### config.mk
export PLATFORM = sky130hd
export DESIGN_NAME = hystart_pp_slow_start_exit
export DESIGN_NICKNAME = d
export VERILOG_FILES = /design/src/rtl/hspp_pkg.sv /design/src/rtl/hspp_core.sv /design/src/rtl/hystart_pp_slow_start_exit.sv
export VERILOG_INCLUDE_DIRS = /design/src /design/src/rtl
export SDC_FILE = /design/constraint.sdc
export NUM_CORES = 1
export LEC_CHECK = 0
export ABC_AREA = 0
export BUFFER_PORTS_ARGS = -buffer_cell sky130_fd_sc_hd__buf_2
export CORE_UTILIZATION = 60
export CTS_BUF_LIST = sky130_fd_sc_hd__clkbuf_8
export DETAILED_ROUTE_END_ITERATION = 8
export PLACE_DENSITY = 0.91
export SLEW_MARGIN = 10
export SYNTH_ARGS = -nofsm -noshare
export SYNTH_HDL_FRONTEND = slang
export SYNTH_HIERARCHICAL = 1
export SYNTH_SLANG_ARGS = --single-unit
### constraint.sdc
create_clock -name clk_i -period 14.3 [get_ports clk_i]
set_clock_uncertainty 0.1 [all_clocks]
set_input_delay 0.715 -clock clk_i [delete_from_list [all_inputs] [get_ports clk_i]]
set_output_delay 0.715 -clock clk_i [all_outputs]
set_load 0.02 [all_outputs]
### src/rtl/hystart_pp_slow_start_exit_assert.svh
// Assertion macros for the HyStart++ slow-start exit block.
// Included by the RTL files that carry concurrent assertions.
`ifndef HYSTART_PP_SLOW_START_EXIT_ASSERT_SVH
`define HYSTART_PP_SLOW_START_EXIT_ASSERT_SVH

`ifndef SYNTHESIS
`define HSPP_ASSERT_AT(lbl, clk, rstn, prop, msg) \
  lbl: assert property (@(posedge clk) disable iff (!rstn) prop) else $error(msg);
`define HSPP_ASSERT(lbl, prop, msg) \
  `HSPP_ASSERT_AT(lbl, clk_i, rst_ni, prop, msg)
`else
`define HSPP_ASSERT_AT(lbl, clk, rstn, prop, msg)
`define HSPP_ASSERT(lbl, prop, msg)
`endif

`endif

### src/rtl/hspp_pkg.sv
// Shared types and constants of the HyStart++ slow-start exit block.
// No dependencies.
`default_nettype none

package hspp_pkg;

  localparam int unsigned RttW   = 32;
  localparam int unsigned SeqW   = 62;
  localparam int unsigned ThW    = 20;
  localparam int unsigned CntW   = 8;
  localparam int unsigned ShiftW = 3;
  localparam int unsigned AddrW  = 5;
  localparam int unsigned DataW  = 32;
  localparam int unsigned InDataW  = 160;
  localparam int unsigned InUserW  = 2;
  localparam int unsigned OutDataW = 8;

  localparam logic [RttW-1:0] RttInf = '1;
  localparam logic [CntW-1:0] CntMax = '1;

  localparam logic [CntW-1:0]   MinSamplesRst    = 8'd8;
  localparam logic [ThW-1:0]    ThreshFloorRst   = 20'd4000;
  localparam logic [ThW-1:0]    ThreshCeilRst    = 20'd16000;
  localparam logic [ShiftW-1:0] DivisorShiftRst  = 3'd3;
  localparam logic [CntW-1:0]   CssRoundLimitRst = 8'd5;

  typedef enum logic [2:0] {
    REG_MIN_SAMPLES     = 3'd0,
    REG_THRESH_FLOOR    = 3'd1,
    REG_THRESH_CEILING  = 3'd2,
    REG_DIVISOR_SHIFT   = 3'd3,
    REG_CSS_ROUND_LIMIT = 3'd4
  } reg_idx_e;

  typedef enum logic {
    OP_ACK   = 1'b0,
    OP_START = 1'b1
  } opcode_e;

  typedef struct packed {
    logic [CntW-1:0]   min_samples;
    logic [ThW-1:0]    thresh_floor;
    logic [ThW-1:0]    thresh_ceiling;
    logic [ShiftW-1:0] divisor_shift;
    logic [CntW-1:0]   css_round_limit;
  } cfg_t;

  typedef struct packed {
    opcode_e         opcode;
    logic [RttW-1:0] rtt_sample;
    logic            ack_known;
    logic [SeqW-1:0] acked_number;
    logic [SeqW-1:0] next_send_seq;
  } item_t;

  typedef struct packed {
    logic in_css;
    logic enter_avoidance;
    logic round_ended;
  } result_t;

endpackage

`default_nettype wire

### src/rtl/hspp_core.sv
// Per-item round tracking, SS/CSS decision and result register.
// Depends on hspp_pkg and hystart_pp_slow_start_exit_assert.svh.
`default_nettype none
`include "hystart_pp_slow_start_exit_assert.svh"

module hspp_core (
  input  wire logic            clk_i,
  input  wire logic            rst_ni,
  input  wire hspp_pkg::cfg_t  cfg_i,
  input  wire logic            valid_i,
  input  wire hspp_pkg::item_t item_i,
  output logic                 ready_o,
  output logic                 valid_o,
  output hspp_pkg::result_t    result_o,
  input  wire logic            ready_i
);

  logic [hspp_pkg::RttW-1:0] prev_round_min_q, prev_round_min_d;
  logic [hspp_pkg::RttW-1:0] round_min_q, round_min_d;
  logic [hspp_pkg::CntW-1:0] sample_count_q, sample_count_d;
  logic [hspp_pkg::SeqW-1:0] round_end_seq_q, round_end_seq_d;
  logic [hspp_pkg::RttW-1:0] css_baseline_q, css_baseline_d;
  logic [hspp_pkg::CntW-1:0] css_rounds_done_q, css_rounds_done_d;
  logic                      valid_q, valid_d;
  hspp_pkg::result_t         result_q, result_d;

  logic                      fire;
  logic                      is_start;
  logic [hspp_pkg::RttW-1:0] rm_upd;
  logic [hspp_pkg::CntW-1:0] sc_upd;
  logic                      enough;
  logic [hspp_pkg::RttW-1:0] th_shift;
  logic [hspp_pkg::ThW-1:0]  th_clamp;
  logic [hspp_pkg::ThW-1:0]  th;
  logic [hspp_pkg::RttW:0]   th_sum;
  logic [hspp_pkg::RttW-1:0] base_upd;
  logic                      round_end;
  logic                      css_now;
  logic [hspp_pkg::CntW-1:0] crd_upd;

  assign ready_o  = !valid_q || ready_i;
  assign fire     = valid_i && ready_o;
  assign is_start = (item_i.opcode == hspp_pkg::OP_START);

  always_comb begin
    rm_upd = (item_i.rtt_sample < round_min_q) ? item_i.rtt_sample : round_min_q;
    sc_upd = (sample_count_q == hspp_pkg::CntMax) ? sample_count_q
                                                  : sample_count_q + 8'd1;
    enough = (sc_upd >= cfg_i.min_samples);

    // delay threshold: clamp(prev_min >> shift) to [floor, ceiling], floor wins
    th_shift = prev_round_min_q >> cfg_i.divisor_shift;
    th_clamp = (th_shift > {12'd0, cfg_i.thresh_ceiling}) ? cfg_i.thresh_ceiling
                                                          : th_shift[hspp_pkg::ThW-1:0];
    th       = (th_clamp < cfg_i.thresh_floor) ? cfg_i.thresh_floor : th_clamp;
    th_sum   = {1'b0, prev_round_min_q} + {13'd0, th};

    base_upd = css_baseline_q;
    if (css_baseline_q == hspp_pkg::RttInf) begin
      if (enough && rm_upd != hspp_pkg::RttInf && prev_round_min_q != hspp_pkg::RttInf &&
          {1'b0, rm_upd} >= th_sum) begin
        base_upd = rm_upd;
      end
    end else if (enough && rm_upd < css_baseline_q) begin
      base_upd = hspp_pkg::RttInf;
    end

    round_end = item_i.ack_known && (item_i.acked_number >= round_end_seq_q);
    css_now   = (base_upd != hspp_pkg::RttInf);
    crd_upd   = css_rounds_done_q;
    if (css_now && css_rounds_done_q != hspp_pkg::CntMax) begin
      crd_upd = css_rounds_done_q + 8'd1;
    end
  end

  always_comb begin
    prev_round_min_d  = prev_round_min_q;
    round_min_d       = round_min_q;
    sample_count_d    = sample_count_q;
    round_end_seq_d   = round_end_seq_q;
    css_baseline_d    = css_baseline_q;
    css_rounds_done_d = css_rounds_done_q;
    valid_d           = valid_q && !ready_i;
    result_d          = result_q;
    if (fire) begin
      valid_d = 1'b1;
      if (is_start) begin
        prev_round_min_d  = hspp_pkg::RttInf;
        round_min_d       = hspp_pkg::RttInf;
        sample_count_d    = '0;
        round_end_seq_d   = item_i.next_send_seq;
        css_baseline_d    = hspp_pkg::RttInf;
        css_rounds_done_d = '0;
        result_d          = '0;
      end else begin
        css_baseline_d           = base_upd;
        result_d.in_css          = css_now;
        result_d.round_ended     = round_end;
        result_d.enter_avoidance = 1'b0;
        if (round_end) begin
          css_rounds_done_d        = crd_upd;
          result_d.enter_avoidance = css_now && (crd_upd >= cfg_i.css_round_limit);
          prev_round_min_d         = rm_upd;
          round_min_d              = hspp_pkg::RttInf;
          sample_count_d           = '0;
          round_end_seq_d          = item_i.next_send_seq;
        end else begin
          round_min_d    = rm_upd;
          sample_count_d = sc_upd;
        end
      end
    end
  end

  always_ff @(posedge clk_i or negedge rst_ni) begin
    if (!rst_ni) begin
      prev_round_min_q  <= hspp_pkg::RttInf;
      round_min_q       <= hspp_pkg::RttInf;
      sample_count_q    <= '0;
      round_end_seq_q   <= '0;
      css_baseline_q    <= hspp_pkg::RttInf;
      css_rounds_done_q <= '0;
      valid_q           <= 1'b0;
    end else begin
      prev_round_min_q  <= prev_round_min_d;
      round_min_q       <= round_min_d;
      sample_count_q    <= sample_count_d;
      round_end_seq_q   <= round_end_seq_d;
      css_baseline_q    <= css_baseline_d;
      css_rounds_done_q <= css_rounds_done_d;
      valid_q           <= valid_d;
    end
  end

  always_ff @(posedge clk_i) begin
    result_q <= result_d;
  end

  assign valid_o  = valid_q;
  assign result_o = result_q;

  `HSPP_ASSERT(a_avoid_in_css,
    valid_q && result_q.enter_avoidance |-> result_q.in_css,
    "avoidance signaled outside CSS")
  `HSPP_ASSERT(a_round_open,
    fire && !is_start && round_end |=> sample_count_q == '0 && round_min_q == hspp_pkg::RttInf,
    "round end did not open a fresh round")
  `HSPP_ASSERT(a_start_clear,
    fire && is_start |=> css_baseline_q == hspp_pkg::RttInf && css_rounds_done_q == '0 &&
      prev_round_min_q == hspp_pkg::RttInf && !result_q.in_css,
    "start item did not clear round state")

endmodule

`default_nettype wire

### src/rtl/hystart_pp_slow_start_exit.sv
// HyStart++ slow-start exit tracker for one path: top level.
// Input register, configuration registers and APB port; uses hspp_pkg and hspp_core.
//
// Usage: items arrive on the s_axis word channel (tuser: opcode, ack_known; tdata:
// rtt_sample, acked_number, next_send_seq). A start item clears all round state and
// opens a round ending at next_send_seq; an ack item folds its RTT sample into the
// round minimum, moves between SS and CSS, and closes a round once acked_number
// reaches the round end. Each item yields exactly one result word on m_axis
// (in_css, enter_avoidance, round_ended).
// Path: the result word passes the input register, then the result register.
// Throughput: one word per cycle while m_axis_tready_i is high; all per-item work
// is one compare/shift/add path between the input register and the result register.
// Stall: the result register holds while m_axis_tready_i is low; the input register,
// if empty, takes one more word, then s_axis_tready_o drops until the result is taken.
// Reset: clears round state to its idle values (minima at infinity, counters zero)
// and the config registers to defaults; pready is always high. The user must write
// configuration over APB only while no word is in flight; the block does not check.
`default_nettype none

module hystart_pp_slow_start_exit (
  input  wire logic                         clk_i,
  input  wire logic                         rst_ni,
  input  wire logic                         s_axis_tvalid_i,
  output logic                              s_axis_tready_o,
  // [31:0] rtt_sample, [93:32] acked_number, [155:94] next_send_seq, [159:156] zero
  input  wire logic [hspp_pkg::InDataW-1:0] s_axis_tdata_i,
  // [0] opcode, [1] ack_known
  input  wire logic [hspp_pkg::InUserW-1:0] s_axis_tuser_i,
  output logic                              m_axis_tvalid_o,
  input  wire logic                         m_axis_tready_i,
  // [0] in_css, [1] enter_avoidance, [2] round_ended, [7:3] zero
  output logic [hspp_pkg::OutDataW-1:0]     m_axis_tdata_o,
  input  wire logic                         psel,
  input  wire logic                         penable,
  input  wire logic                         pwrite,
  input  wire logic [hspp_pkg::AddrW-1:0]   paddr,
  input  wire logic [hspp_pkg::DataW-1:0]   pwdata,
  output logic [hspp_pkg::DataW-1:0]        prdata,
  output logic                              pready
);

  hspp_pkg::cfg_t    cfg_q, cfg_d;
  logic              in_valid_q, in_valid_d;
  hspp_pkg::item_t   in_item_q, in_item_d;
  logic              core_ready;
  logic              s_acc;
  logic              cfg_wr;
  hspp_pkg::reg_idx_e reg_idx;
  hspp_pkg::result_t res;

  // APB
  assign pready  = 1'b1;
  assign cfg_wr  = psel && penable && pwrite;
  assign reg_idx = hspp_pkg::reg_idx_e'(paddr[hspp_pkg::AddrW-1:2]);

  always_comb begin
    cfg_d  = cfg_q;
    prdata = '0;
    unique case (reg_idx)
      hspp_pkg::REG_MIN_SAMPLES: begin
        prdata = {24'd0, cfg_q.min_samples};
        if (cfg_wr) cfg_d.min_samples = pwdata[hspp_pkg::CntW-1:0];
      end
      hspp_pkg::REG_THRESH_FLOOR: begin
        prdata = {12'd0, cfg_q.thresh_floor};
        if (cfg_wr) cfg_d.thresh_floor = pwdata[hspp_pkg::ThW-1:0];
      end
      hspp_pkg::REG_THRESH_CEILING: begin
        prdata = {12'd0, cfg_q.thresh_ceiling};
        if (cfg_wr) cfg_d.thresh_ceiling = pwdata[hspp_pkg::ThW-1:0];
      end
      hspp_pkg::REG_DIVISOR_SHIFT: begin
        prdata = {29'd0, cfg_q.divisor_shift};
        if (cfg_wr) cfg_d.divisor_shift = pwdata[hspp_pkg::ShiftW-1:0];
      end
      hspp_pkg::REG_CSS_ROUND_LIMIT: begin
        prdata = {24'd0, cfg_q.css_round_limit};
        if (cfg_wr) cfg_d.css_round_limit = pwdata[hspp_pkg::CntW-1:0];
      end
      default: begin
        prdata = '0;
      end
    endcase
  end

  // input register
  assign s_axis_tready_o = !in_valid_q || core_ready;
  assign s_acc           = s_axis_tvalid_i && s_axis_tready_o;

  always_comb begin
    in_valid_d = s_acc || (in_valid_q && !core_ready);
    in_item_d  = in_item_q;
    if (s_acc) begin
      in_item_d.opcode        = hspp_pkg::opcode_e'(s_axis_tuser_i[0]);
      in_item_d.ack_known     = s_axis_tuser_i[1];
      in_item_d.rtt_sample    = s_axis_tdata_i[31:0];
      in_item_d.acked_number  = s_axis_tdata_i[93:32];
      in_item_d.next_send_seq = s_axis_tdata_i[155:94];
    end
  end

  always_ff @(posedge clk_i or negedge rst_ni) begin
    if (!rst_ni) begin
      in_valid_q                <= 1'b0;
      cfg_q.min_samples         <= hspp_pkg::MinSamplesRst;
      cfg_q.thresh_floor        <= hspp_pkg::ThreshFloorRst;
      cfg_q.thresh_ceiling      <= hspp_pkg::ThreshCeilRst;
      cfg_q.divisor_shift       <= hspp_pkg::DivisorShiftRst;
      cfg_q.css_round_limit     <= hspp_pkg::CssRoundLimitRst;
    end else begin
      in_valid_q <= in_valid_d;
      cfg_q      <= cfg_d;
    end
  end

  always_ff @(posedge clk_i) begin
    in_item_q <= in_item_d;
  end

  hspp_core u_core (
    .clk_i    (clk_i),
    .rst_ni   (rst_ni),
    .cfg_i    (cfg_q),
    .valid_i  (in_valid_q),
    .item_i   (in_item_q),
    .ready_o  (core_ready),
    .valid_o  (m_axis_tvalid_o),
    .result_o (res),
    .ready_i  (m_axis_tready_i)
  );

  assign m_axis_tdata_o = {5'd0, res.round_ended, res.enter_avoidance, res.in_css};

endmodule

`default_nettype wire

Yosys cells after proc, flatten, opt, wreduce, memory -nomap -nowiden
Cells that the tools add are included.
{"block": "word_totals", "regBits": 396, "output_inout_bits": 43}
{"block": "op_classes", "n_addsub": 3, "order_cmp": 8, "eq_ne": 10, "shifts": 1, "muxes": 21, "n_bitwise": 1, "reduce_logical": 29}
{"cell": "$mux W32", "count": 9}
{"cell": "$mux W62", "count": 2}
{"cell": "$pmux W20 S5", "count": 1}
{"cell": "$ne A32 B32 Y1 const B", "count": 3}
{"cell": "$lt A32 B32 Y1", "count": 2}
{"cell": "$ge A62 B62 Y1", "count": 1}
{"cell": "$mux W8", "count": 6}
{"cell": "$mux W20", "count": 2}
{"cell": "$add A32 B20 Y33", "count": 1}
{"cell": "$ge A32 B33 Y1", "count": 1}
{"cell": "$eq A32 B32 Y1 const B", "count": 1}
{"cell": "$gt A32 B20 Y1", "count": 1}
{"cell": "$shr A32 B3 Y32", "count": 1}
{"cell": "$lt A20 B20 Y1", "count": 1}
{"cell": "$add A8 B1 Y8 const B", "count": 2}
{"cell": "$ge A8 B8 Y1", "count": 2}
{"cell": "$logic_and A1 B1 Y1", "count": 13}
{"cell": "$reduce_and A2 Y1", "count": 6}
{"cell": "$eq A8 B8 Y1 const B", "count": 1}
{"cell": "$ne A8 B8 Y1 const B", "count": 1}
{"cell": "$eq A3 B2 Y1 const B", "count": 2}
{"cell": "$logic_not A1 Y1", "count": 4}
{"cell": "$eq A3 B1 Y1 const B", "count": 1}
{"cell": "$eq A3 B3 Y1 const B", "count": 1}
{"cell": "6 further kinds", "count": 8}

Depth between registers and ports, before layout
{"block": "logic_depth", "ltp_word": 15, "ltp_mapped": 66, "ltp_nobuf": 62}

Cells and area by module
The synthesis kept the hierarchy.
{"module": "hspp_core", "n_inst": 1, "cells_each": 1879, "area_each_um2": 15551.2}
{"module": "hystart_pp_slow_start_exit", "n_inst": 1, "cells_each": 379, "area_each_um2": 7757.4}

Worst setup path after synthesis
Ideal clock, no wire load.
{"block": "synth_timing", "kind": "register to register", "startpoint": "register cfg_q[9] in the netlist's numbering", "endpoint": "register u_core.result_q, in the netlist u_core/result_o[1], data pin", "setup_time_ps": 271, "arrival_time_ps": 12055, "setup_slack_ps": 1874, "stages_incl_launch_ff": 61, "n_path_buf": 7, "period_less_slack_ps": 12426, "path_cell_list": "dfstp_2 -> buf_1 -> buf_1 -> buf_2 -> mux2_2 -> mux2i_1 -> mux2i_1 -> ha_1 -> nand4_1 -> or4_1 -> nor3_1 -> a21oi_1 -> a21oi_1 -> clkbuf_1 -> clkbuf_1 -> nand2_1 -> o21ai_0 -> ha_1 -> (+25 left out) -> o22ai_1 -> a211oi_1 -> nor4_4 -> nand2b_2 -> o311a_1 -> buf_2 -> nor3_1 -> nor2_1 -> ha_1 -> nor2b_1 -> o21ai_0 -> nand2b_1 -> a21oi_1 -> nor2b_1 -> o21ai_0 -> nand2b_1 -> a21oi_1 -> nor4_1"}
{"block": "synth_between", "elab_chain_cells": 15}
{"item": "start, declared", "line_no": "hystart_pp_slow_start_exit.sv:42", "source": "hspp_pkg::cfg_t cfg_q, cfg_d;"}
{"item": "start signal, assigned", "line_no": "hystart_pp_slow_start_exit.sv:112", "source": "cfg_q <= cfg_d;"}
{"item": "$shr A32 B3 Y32 (*)", "line_no": "hspp_core.sv:52", "source": "th_shift = prev_round_min_q >> cfg_i.divisor_shift;"}
{"item": "$gt A32 B20 Y1", "line_no": "hspp_core.sv:53", "source": "th_clamp = (th_shift > {12'd0, cfg_i.thresh_ceiling}) ? cfg_i.thresh_ceiling"}
{"item": "$mux W20 (*)", "line_no": "hspp_core.sv:53"}
{"item": "$lt A20 B20 Y1", "line_no": "hspp_core.sv:55", "source": "th = (th_clamp < cfg_i.thresh_floor) ? cfg_i.thresh_floor : th_clamp;"}
{"item": "$mux W20 (*)", "line_no": "hspp_core.sv:55"}
{"item": "$add A32 B20 Y33 (*)", "line_no": "hspp_core.sv:56", "source": "th_sum = {1'b0, prev_round_min_q} + {13'd0, th};"}
{"item": "$ge A32 B33 Y1 (*)", "line_no": "hspp_core.sv:61", "source": "{1'b0, rm_upd} >= th_sum) begin"}
{"item": "$logic_and A1 B1 Y1 (*)", "line_no": "hspp_core.sv:60", "source": "if (enough && rm_upd != hspp_pkg::RttInf && prev_round_min_q != hspp_pkg::RttInf &&"}
{"item": "$mux W32 (*)", "line_no": "hspp_core.sv:60"}
{"item": "$mux W32 (*)", "line_no": "hspp_core.sv:59", "source": "if (css_baseline_q == hspp_pkg::RttInf) begin"}
{"item": "$ne A32 B32 Y1 (*)", "line_no": "hspp_core.sv:69", "source": "css_now = (base_upd != hspp_pkg::RttInf);"}
{"item": "$logic_and A1 B1 Y1", "line_no": "hspp_core.sv:71", "source": "if (css_now && css_rounds_done_q != hspp_pkg::CntMax) begin"}
{"item": "$mux W8", "line_no": "hspp_core.sv:71"}
{"item": "$ge A8 B8 Y1", "line_no": "hspp_core.sv:102", "source": "result_d.enter_avoidance = css_now && (crd_upd >= cfg_i.css_round_limit);"}
{"item": "$logic_and A1 B1 Y1 (*)", "line_no": "hspp_core.sv:102"}
{"item": "end signal, assigned", "line_no": "hspp_core.sv:136", "source": "result_q <= result_d;"}
{"item": "end, declared", "line_no": "hspp_core.sv:25", "source": "hspp_pkg::result_t result_q, result_d;"}
Every way passes the cells marked *; elsewhere a longest branch is shown, timed or not.
A chain may end at the register's enable or synchronous reset.

Worst setup path after layout
Same ends and word-level chain as after synthesis.

==> key figures <==
Run status
  – Outcome: finished, final reports clean

Synthesis
  – Syn avg cell area: 10.3 sq um
  – Ys flop type: edfxtp_1
  – Synth warn: 6
  – Dominant cell type by area after synthesis: edfxtp_1
  – Post-Syn Area: 23300 sq um
  – Post-synthesis sequential area ratio: 46.6%
  – EDFF count, synth: 161
  – Top cells by area, synth: edfxtp_1, dfrtp_1, dfstp_2
  – Mapped Cells: 2258
  – Post-synth cell types: 84
  – #FFs+latches synth: 396
  – Top-area cell type share of the netlist area: 20.7%
  – Async set-or-reset flop fraction in the synthesized netlist: 59.3%

CTS
  – Clock Tree Buf Depth: 3
  – Clock transition at path regs: 60 ps
  – Post-CTS Hold Buffers: 0
  – TritonCTS Buffers: 66
  – Clk Tree Root Cell: clkbuf_8
  – H-tree Lvls: 3
  – Worst-skew pair later-pin latency: 640 ps
  – Clock sink count: 396
  – CTS tree: built

Worst setup path
  – Critical Path End Type: flop
  – Crit-path slowest cell: dfstp_4
  – WP data arrival: 13690 ps
  – Worst setup SP type: flop
  – Critical path fanouts, max: 23
  – Worst path bufs/invs: 3
  – CP dominant cell by count: a21oi_1
  – CP max stage delay: 780 ps
  – CP Data Required Time: 14570 ps
  – Critical path's top delay family: compound AO/OA/AOI/OAI gates
  – Type of the worst setup path: reg2reg

Finish
  – Layout cells sized above 1: 22.3%
  – Nets: 2914
  – Design Area, Final: 26000 sq um
  – Multi-input gate area: 11100 sq um
  – Non-Filler Instances: 3043
  – Area Overhead vs Synth: 11.7%
  – Fillers: 2743
  – Register area: 10900 sq um

Timing
  – Max-slew violations: 0
  – Slew headroom: 22.8%
  – Crit path time final: 13420 ps
  – Final setup violation count: 0
  – Fmax achieved: 0.0745 GHz
  – Final hold vios: 0
  – Final period util: 93.8%
  – Worst Tran Pin Value: 1160 ps

Drt
  – Wire per inst: 19.1 um
  – Router iterations before antenna repair: 8
  – Vias: 18300
  – Starting DRT DRC Count: 1498
  – Vias/cell: 6.02
  – DRC violations left: 0
  – Final ANT Viol Nets: 0
  – WL final: 58.0 mm

GRT
  – Vias in the first global route: 18400
  – Gr usage total: 30.1%
  – Largest net degree at the start of global routing: 123
  – Global route overflow: 0
  – First-pass GRT wire length: 93.1 mm
  – Initial antenna violation count: 4

Placed design
  – IO buf count: 212
  – RePlAce Congestion: 0.960
  – Post-DP Area: 24700 sq um
  – HPWL after detailed placement: 42.6 mm
  – DP Cell Count: 2917

Floorplan
  – Die Y: 199 um
  – Row count: 71
  – Number of I/O pins: 249
  – Core Footprint: 37900 sq um
  – DIE AREA: 39600 sq um
  – Initial core utilization: 61.4%
  – Die span in x: 199 um

Power and ir drop
  – Pwr dens: 172 nW/um^2
  – Peak supply drop: 0.0945 mV
  – LEAKAGE: 0.0122 uW

Worst hold path
  – Hold crit path type: in2async

Flow run
  – Max-Cap Viols: 0
==> sequential cells by signal, summed over array words and instances, names as in the netlist <==
name and count:
cfg_q 59, in_item_q 158, in_valid_q 1, u_core/css_baseline_q 32, u_core/css_rounds_done_q 8, u_core/prev_round_min_q 32, u_core/result_o 3, u_core/round_end_seq_q 62
u_core/round_min_q 32, u_core/sample_count_q 8, u_core/valid_o 1
==> cells by family after synthesis <==
logic type                 synth area share (%)
DFF                                        46.6
other                                    0.0322
AOI/OAI and AO/OA                          14.9
muxes                                      6.75
buffers and inverters                      6.24
and+or+nand+nor                            11.5
adders and majority gates                  12.6
xor gates and xnor gates                   1.35
==> worst paths after layout <==
check,startpoint,end,slack (ps),cells after the start
max in group asynchronous,rst_ni,u_core/round_end_seq_q[12],12010,3
hold / removal,rst_ni,cfg_q[10],120,1
setup / recovery,cfg_q[9],u_core/result_o[1],880,58
hold reg to reg,in_item_q[0],u_core/round_end_seq_q[0],340,2
setup reg to reg,cfg_q[9],u_core/result_o[1],880,58
min in group clk_i,s_axis_tdata_i[142],in_item_q[48],150,1
==> worst reg2reg max path, delay by kind of cell (launching register included) <==
kind                       cells  cell delay, ps
xor gates and xnor gates       2             280
and+or+nand+nor               19            3370
buffers and inverters          3             620
DFF                            1             780
adders and majority gates      5            1510
AOI/OAI and AO/OA             27            5780
muxes                          2             740
==> stage by stage <==
step                utilization, %  total power, uW  hold slack, ps  TNS (ps)  worst slack [ps]
CTS                           68.6             4480            95.0         0               720
detailed placement            65.2             3480             336         0               800
global placement              65.2             3370             332         0              1170
finish                        68.6             4490             123         0               882
floorplan                        -             2930             315         0              1870
global route                  68.6             4800             103     -33.0             -33.0
==> power breakdown <==
part           internal, uW  switching [uW]
clock                   503             470
sequential             1430             166
combinational           807            1120
total                  2740            1750
==> placed cells by master (no fill, tap or decap), types with 12 or more instances in the layout <==
master     count
inv_1        268
ha_1         233
buf_2        211
nand2_1      193
edfxtp_1     161
nor2_1       158
a21oi_1      157
o21ai_0      136
dfrtp_1      121
dfstp_2      112
mux2_2        79
clkbuf_8      75
nand4_1       55
a31oi_1       39
nand3_1       37
a2bb2oi_1     29
buf_4         27
a21o_1        27
mux2i_1       26
a22oi_1       23
o22a_1        22
o21a_1        21
nor3_1        21
mux2_4        20
xor2_1        20
conb_1        18
o211ai_1      17
nand2b_1      16
xnor2_1       16
and3_1        15
nor4_1        15
nor2b_1       14
a211oi_1      12
==> Yosys cell counts, drive strengths merged (12+ instances only) <==
master / count
o21ai: 137
dfrtp: 122
o22a: 22
o21a: 21
nand4: 56
nor3: 24
a211oi: 12
and3: 15
a2bb2oi: 29
inv: 234
buf: 61
a22oi: 23
xnor2: 16
a21o: 27
o211ai: 17
nor2: 159
nor4: 16
nor2b: 16
nand3: 37
mux2i: 26
clkbuf: 46
ha: 233
xor2: 20
a31oi: 39
nand2: 194
nand2b: 17
dfstp: 113
a21oi: 158
edfxtp: 161
mux2: 100
==> metal layers <==
| layer | wire, um | vias up | global-route usage [%] |
|---|---|---|---|
| li1 | - | 8550 | - |
| met1 | 23700 | 8858 | 37.4 |
| met2 | 28300 | 740 | 50.9 |
| met3 | 3610 | 167 | 5.89 |
| met4 | 2300 | 2 | 13.0 |
| met5 | 13 | - | 0 |
==> what timing repair did <==
item	4_1_cts	5_1_grt
buffers inserted	0	0
resized for setup	0	4
endpoints found under the setup margin	0	1
==> final cells by class <==
cell class | instances | share of cell area [%]
inverter | 235 | 3.39
timing repair buffer | 239 | 4.89
sequential | 396 | 41.7
antenna | 4 | 0.0384
multi-input combinational | 1536 | 42.6
clock buffer | 75 | 3.96
tap | 511 | 2.46
clock inverter | 47 | 0.956
No activity file was read; power rests on OpenSTA's default activity.
